$ cat src/frwbc_ram.sv
// ----------------------------------------------------------------------------
// Generic RAM
// One write port and one read port, with the read data registered.
// ----------------------------------------------------------------------------
module frwbc_ram #(
  parameter int WIDTH = 8,
  parameter int DEPTH = 256
) (
  input  logic                     clk,
  input  logic                     we,
  input  logic [$clog2(DEPTH)-1:0] waddr,
  input  logic [WIDTH-1:0]         wdata,
  input  logic [$clog2(DEPTH)-1:0] raddr,
  output logic [WIDTH-1:0]         rdata
);

  logic [WIDTH-1:0] mem [DEPTH];
  logic [WIDTH-1:0] rdata_r;

  always_ff @(posedge clk) begin
    if (we) begin
      mem[waddr] <= wdata;
    end
    rdata_r <= mem[raddr];
  end

  assign rdata = rdata_r;

endmodule

$ cat config.mk
export PLATFORM = sky130hd
export DESIGN_NAME = frwbc_ram
export DESIGN_NICKNAME = d
export VERILOG_FILES = /design/src/frwbc_ram.sv
export SDC_FILE = /design/constraint.sdc
export NUM_CORES = 2
export LEC_CHECK = 0
export BUFFER_PORTS_ARGS = -buffer_cell sky130_fd_sc_hd__buf_4
export CAP_MARGIN = 20
export CORE_UTILIZATION = 63
export CTS_CLUSTER_SIZE = 16
export DETAILED_ROUTE_END_ITERATION = 10
export MAX_ROUTING_LAYER = met4
export PLACE_DENSITY = 0.79
export SLEW_MARGIN = 20
export SYNTH_ARGS = -nofsm -noshare
export SYNTH_HDL_FRONTEND = slang
export SYNTH_SLANG_ARGS = --single-unit
$ cat constraint.sdc
create_clock -name clk -period 3.7 [get_ports clk]
set_clock_uncertainty 0.2 [all_clocks]
set_input_delay 0.74 -clock clk [delete_from_list [all_inputs] [get_ports clk]]
set_output_delay 0.74 -clock clk [all_outputs]
set_load 0.02 [all_outputs]
; Yosys cells after proc, flatten, opt, wreduce, memory -nomap -nowiden
; Memories as Yosys holds them, arrays and structs flattened. A register that Yosys moved wholly into a read port is not among the register bits.
; Cells that the tools add are included.
[word_totals]
ff_bits = 0
latch_bits = 0
ram_bits = 2048
romBits = 0
output_inout_bits = 8
word_cells = 3
memories = 1
[op_classes]
n_addsub = 0
multipliers = 0
div = 0
n_lt_le_gt_ge = 0
n_eq_ne = 0
shift = 0
mux = 2
bitwise = 0
reduce_logical = 0
[memory_table]
columns = memory, depth, word_bits, read_ports, rd_ports_with_merged_regs, wr, line
row1 = mem, 256, 8, 1, 1, 1, 17  ; logic [WIDTH-1:0] mem [DEPTH];
[ops]
columns = operator, n
row1 = $mux 1, 2

; Longest topological paths before layout
[depth]
depth_word = 2
depth_mapped = 11

; Least setup slack after synthesis
; No wires, ideal clock.
[synth_path]
kind = input -> register
start = input raddr[0]
end = register rdata_r[2], in the netlist rdata[2] (read register of mem)
setup_time_ps = 131
arrival_ps = 2547
path_slack_ps = 822
cell_stages = 9
n_path_buf = 4
cell_sequence = buf_6 -> buf_12 -> buf_8 -> buf_2 -> mux4_2 -> a22oi_1 -> a21oi_1 -> nor4_1 -> nor4_2
[synth_lines]
columns = item, line
row1 = from (decl), 13  ; input logic [$clog2(DEPTH)-1:0] raddr,
row2 = to (decl), 18  ; logic [WIDTH-1:0] rdata_r;

==> summary.txt <==
Global routing
  – Grt total ovfl: 0
  – Largest net degree at the start of global routing: 115
  – First-pass GRT wire length: 293000 um
  – Gr usage total: 0.336
  – Vias in the first global route: 42500
  – Antenna violations before repair: 8

Hold path
  – Hold Path Class: input pin to flop

Placement
  – Port Buffer Count: 33
  – Placed instance area: 85100 um2
  – RePlAce Congestion: 0.926
  – Final HPWL DP: 124000 um

Worst setup path
  – Crit-path max FO: 51
  – CP endpoint kind: flop
  – WS Path Type: input pin to flop
  – Critical Path AT: ~4.0 ns
  – CP required: around 4.1 ns
  – Startpoint Class: input pin

Power
  – Max VDD drop: about 0.57 mV
  – Overall power: 0.0474 W
  – Leakage: about 29 nW
  – PD cells: 520 nW/um2

Floorplan
  – Die Y-Extent: 357 um
  – # rows: 130
  – Starting Density: 0.634
  – Die X: 357 um
  – Top-level I/O count: 34
  – Total core area: 125000 um2
  – Die area: 128000 um2

Cells and area
  – Final Cell Area: just over 90000 um2
  – Commonest non-fill, non-tap cell in the layout: edfxtp_1
  – Most frequent cells in the layout: 2048 x edfxtp_1, 496 x buf_4, 454 x mux4_2
  – Ratio of cells with drive above 1 in the final layout: 0.292
  – Layout Nets: 4275
  – Area delta synth->final: 14.5%

Synth
  – Sequential element share of the synthesized area: 0.775
  – Cells after Synth: 3733
  – Syn Nets: 3759
  – Synth warn: 0
  – Post-synth EDFFs: slightly above 2000
  – Synthesized area: 79600 um2
  – Post-synth ARST share: 0
  – Synthesized area per cell: 21.3 um2
  – Ys flop type: edfxtp_1
  – Post-synthesis sequential element count: 2056
  – Library cells used by synthesis: 55

Outcome
  – Status: finished, final reports clean

CTS
  – Clock root cell: clkbuf_16
  – Post-CTS Resized: 0
  – Clock transition at path regs: 0.06 ns
  – TritonCTS buffer count: 191
  – Total clock sinks: slightly above 2000
  – H-Tree Level Count: 4
  – Post-CTS Setup Inserts: 0
  – Max Root-Sink Buffers: 3
  – Hold-fix buffers, CTS: 0
  – Clk_lat worst skew: 0.82 ns
  – CTS tree: done

Timing
  – Minimum clock period: 3.57 ns
  – Slew HR: 0.220
  – Max-slew violations: 0
  – Peak Freq: approximately 0.28 GHz
  – Fin. Hold Viols: 0
  – Worst-Margin Slew: 1.16 ns
  – Tcrit/Tclk final: 0.964
  – Final setup fails: 0
  – RSZ-0062 raised after global routing: no

Route
  – Top Layer Used: met4
  – Routed wl met3: around 27000 um
  – Routed length on met2: 97100 um
  – Drt initial violations: just over 7000
  – Mean routed wirelength per cell: approximately 34 um
  – DRC: 0
  – Final antenna-violating net count: 0
  – Met1 WL: 70200 um
  – Pre-Repair DR Iteration Count: 6
  – Vias: 42400
  – Vias per cell: ~7
  – Post-Route WL: between 200000 and 250000 um

Job
  – Maximum Capacitance Violations: 0
==> worst max-delay path, cell delays in order <==
cell      delay, ns
buf_8          0.46
buf_12         0.29
buf_4          0.30
mux4_2         0.35
o211ai_1       0.31
nand3_1        0.17
nor4_1         0.99
buf_4          0.25
nor4_1         0.05
==> state kept, by name, indices dropped and copies added, names as in the netlist <==
name and flops:
mem 2048, rdata 8
==> cell type report <==
type                       count  area (um2)
tap                         1650        2060
sequential                  2056       61700
inverter                       2        7.51
clock inverter               111         985
antenna                       10        25.0
fill                        6653       34300
timing repair buffer         556        4860
clock buffer                 238        5010
multi-input combinational   1442       16500
==> cells by family after synthesis <==
family                 Yosys count  share of synthesized area
AOI/OAI and AO/OA              385                     0.0342
muxes                          591                      0.146
buffers and inverters          235                     0.0183
DFF                           2056                      0.775
and+or+nand+nor                466                     0.0263
==> where the power goes <==
group	switching [W]	leakage, nW	internal (W)
Combinational	0.00161	7.87	0.000965
Clock	0.00857	2.93	0.0105
Sequential	0.0000586	18.5	0.0257
==> Yosys cell counts (all sizes together) (2+ instances only) <==
library cell / n / area share
nand2: 33 / 0.0016
nor2: 282 / 0.013
nand3b: 2 / 0.00019
o21ai: 12 / 0.00075
o22ai: 28 / 0.0022
o32ai: 5 / 0.00064
dfxtp: 8 / 0.0020
a2111oi: 5 / 0.00066
o211ai: 10 / 0.00094
nor4: 27 / 0.0024
edfxtp: 2048 / 0.77
a221oi: 14 / 0.0016
nand3: 34 / 0.0021
nor3: 22 / 0.0014
clkbuf: 111 / 0.0052
nor2b: 31 / 0.0024
o22a: 5 / 0.00055
mux4: 456 / 0.13
a22o: 8 / 0.00088
nand4: 10 / 0.00079
nand2b: 8 / 0.00063
o221ai: 47 / 0.0053
a22oi: 133 / 0.013
mux2i: 134 / 0.017
a21oi: 96 / 0.0060
a31oi: 2 / 0.00016
a211oi: 16 / 0.0015
a311oi: 2 / 0.00022
and3b: 2 / 0.00022
or2: 4 / 0.00031
and2: 6 / 0.00047
buf: 122 / 0.013
==> path summary, 6_finish.rpt <==
path	from	end	slack, ns	cells past startpoint
worst max-delay path	raddr[1]	rdata[4]	0.13	9
worst min-delay path	wdata[2]	mem[230][2]	0.29	1
worst max register to register	mem[51][4]	rdata[4]	0.70	6
worst min register to register	mem[46][6]	rdata[6]	0.95	6
==> routing by layer <==
metal | vias to the layer above | track usage
met2 | 3418 | 0.504
met5 | - | -
li1 | 16700 | -
met4 | 0 | 0.147
met1 | 21700 | 0.450
met3 | 588 | 0.0758
==> metrics by stage <==
stage	std cells	utilization	setup TNS, ns	hold WS [ns]	worst slack (ns)
after floorplan	3733	-	0	0.570	0.822
after global placement	5706	0.678	-1.69	0.823	-0.577
after detailed placement	5706	0.679	-1.57	0.900	-0.526
after CTS	6055	0.726	0	0.299	0.282
after global routing	6059	0.726	0	0.298	0.00205
final	6065	0.727	0	0.290	0.132
(Power assumes the default switching activity.)
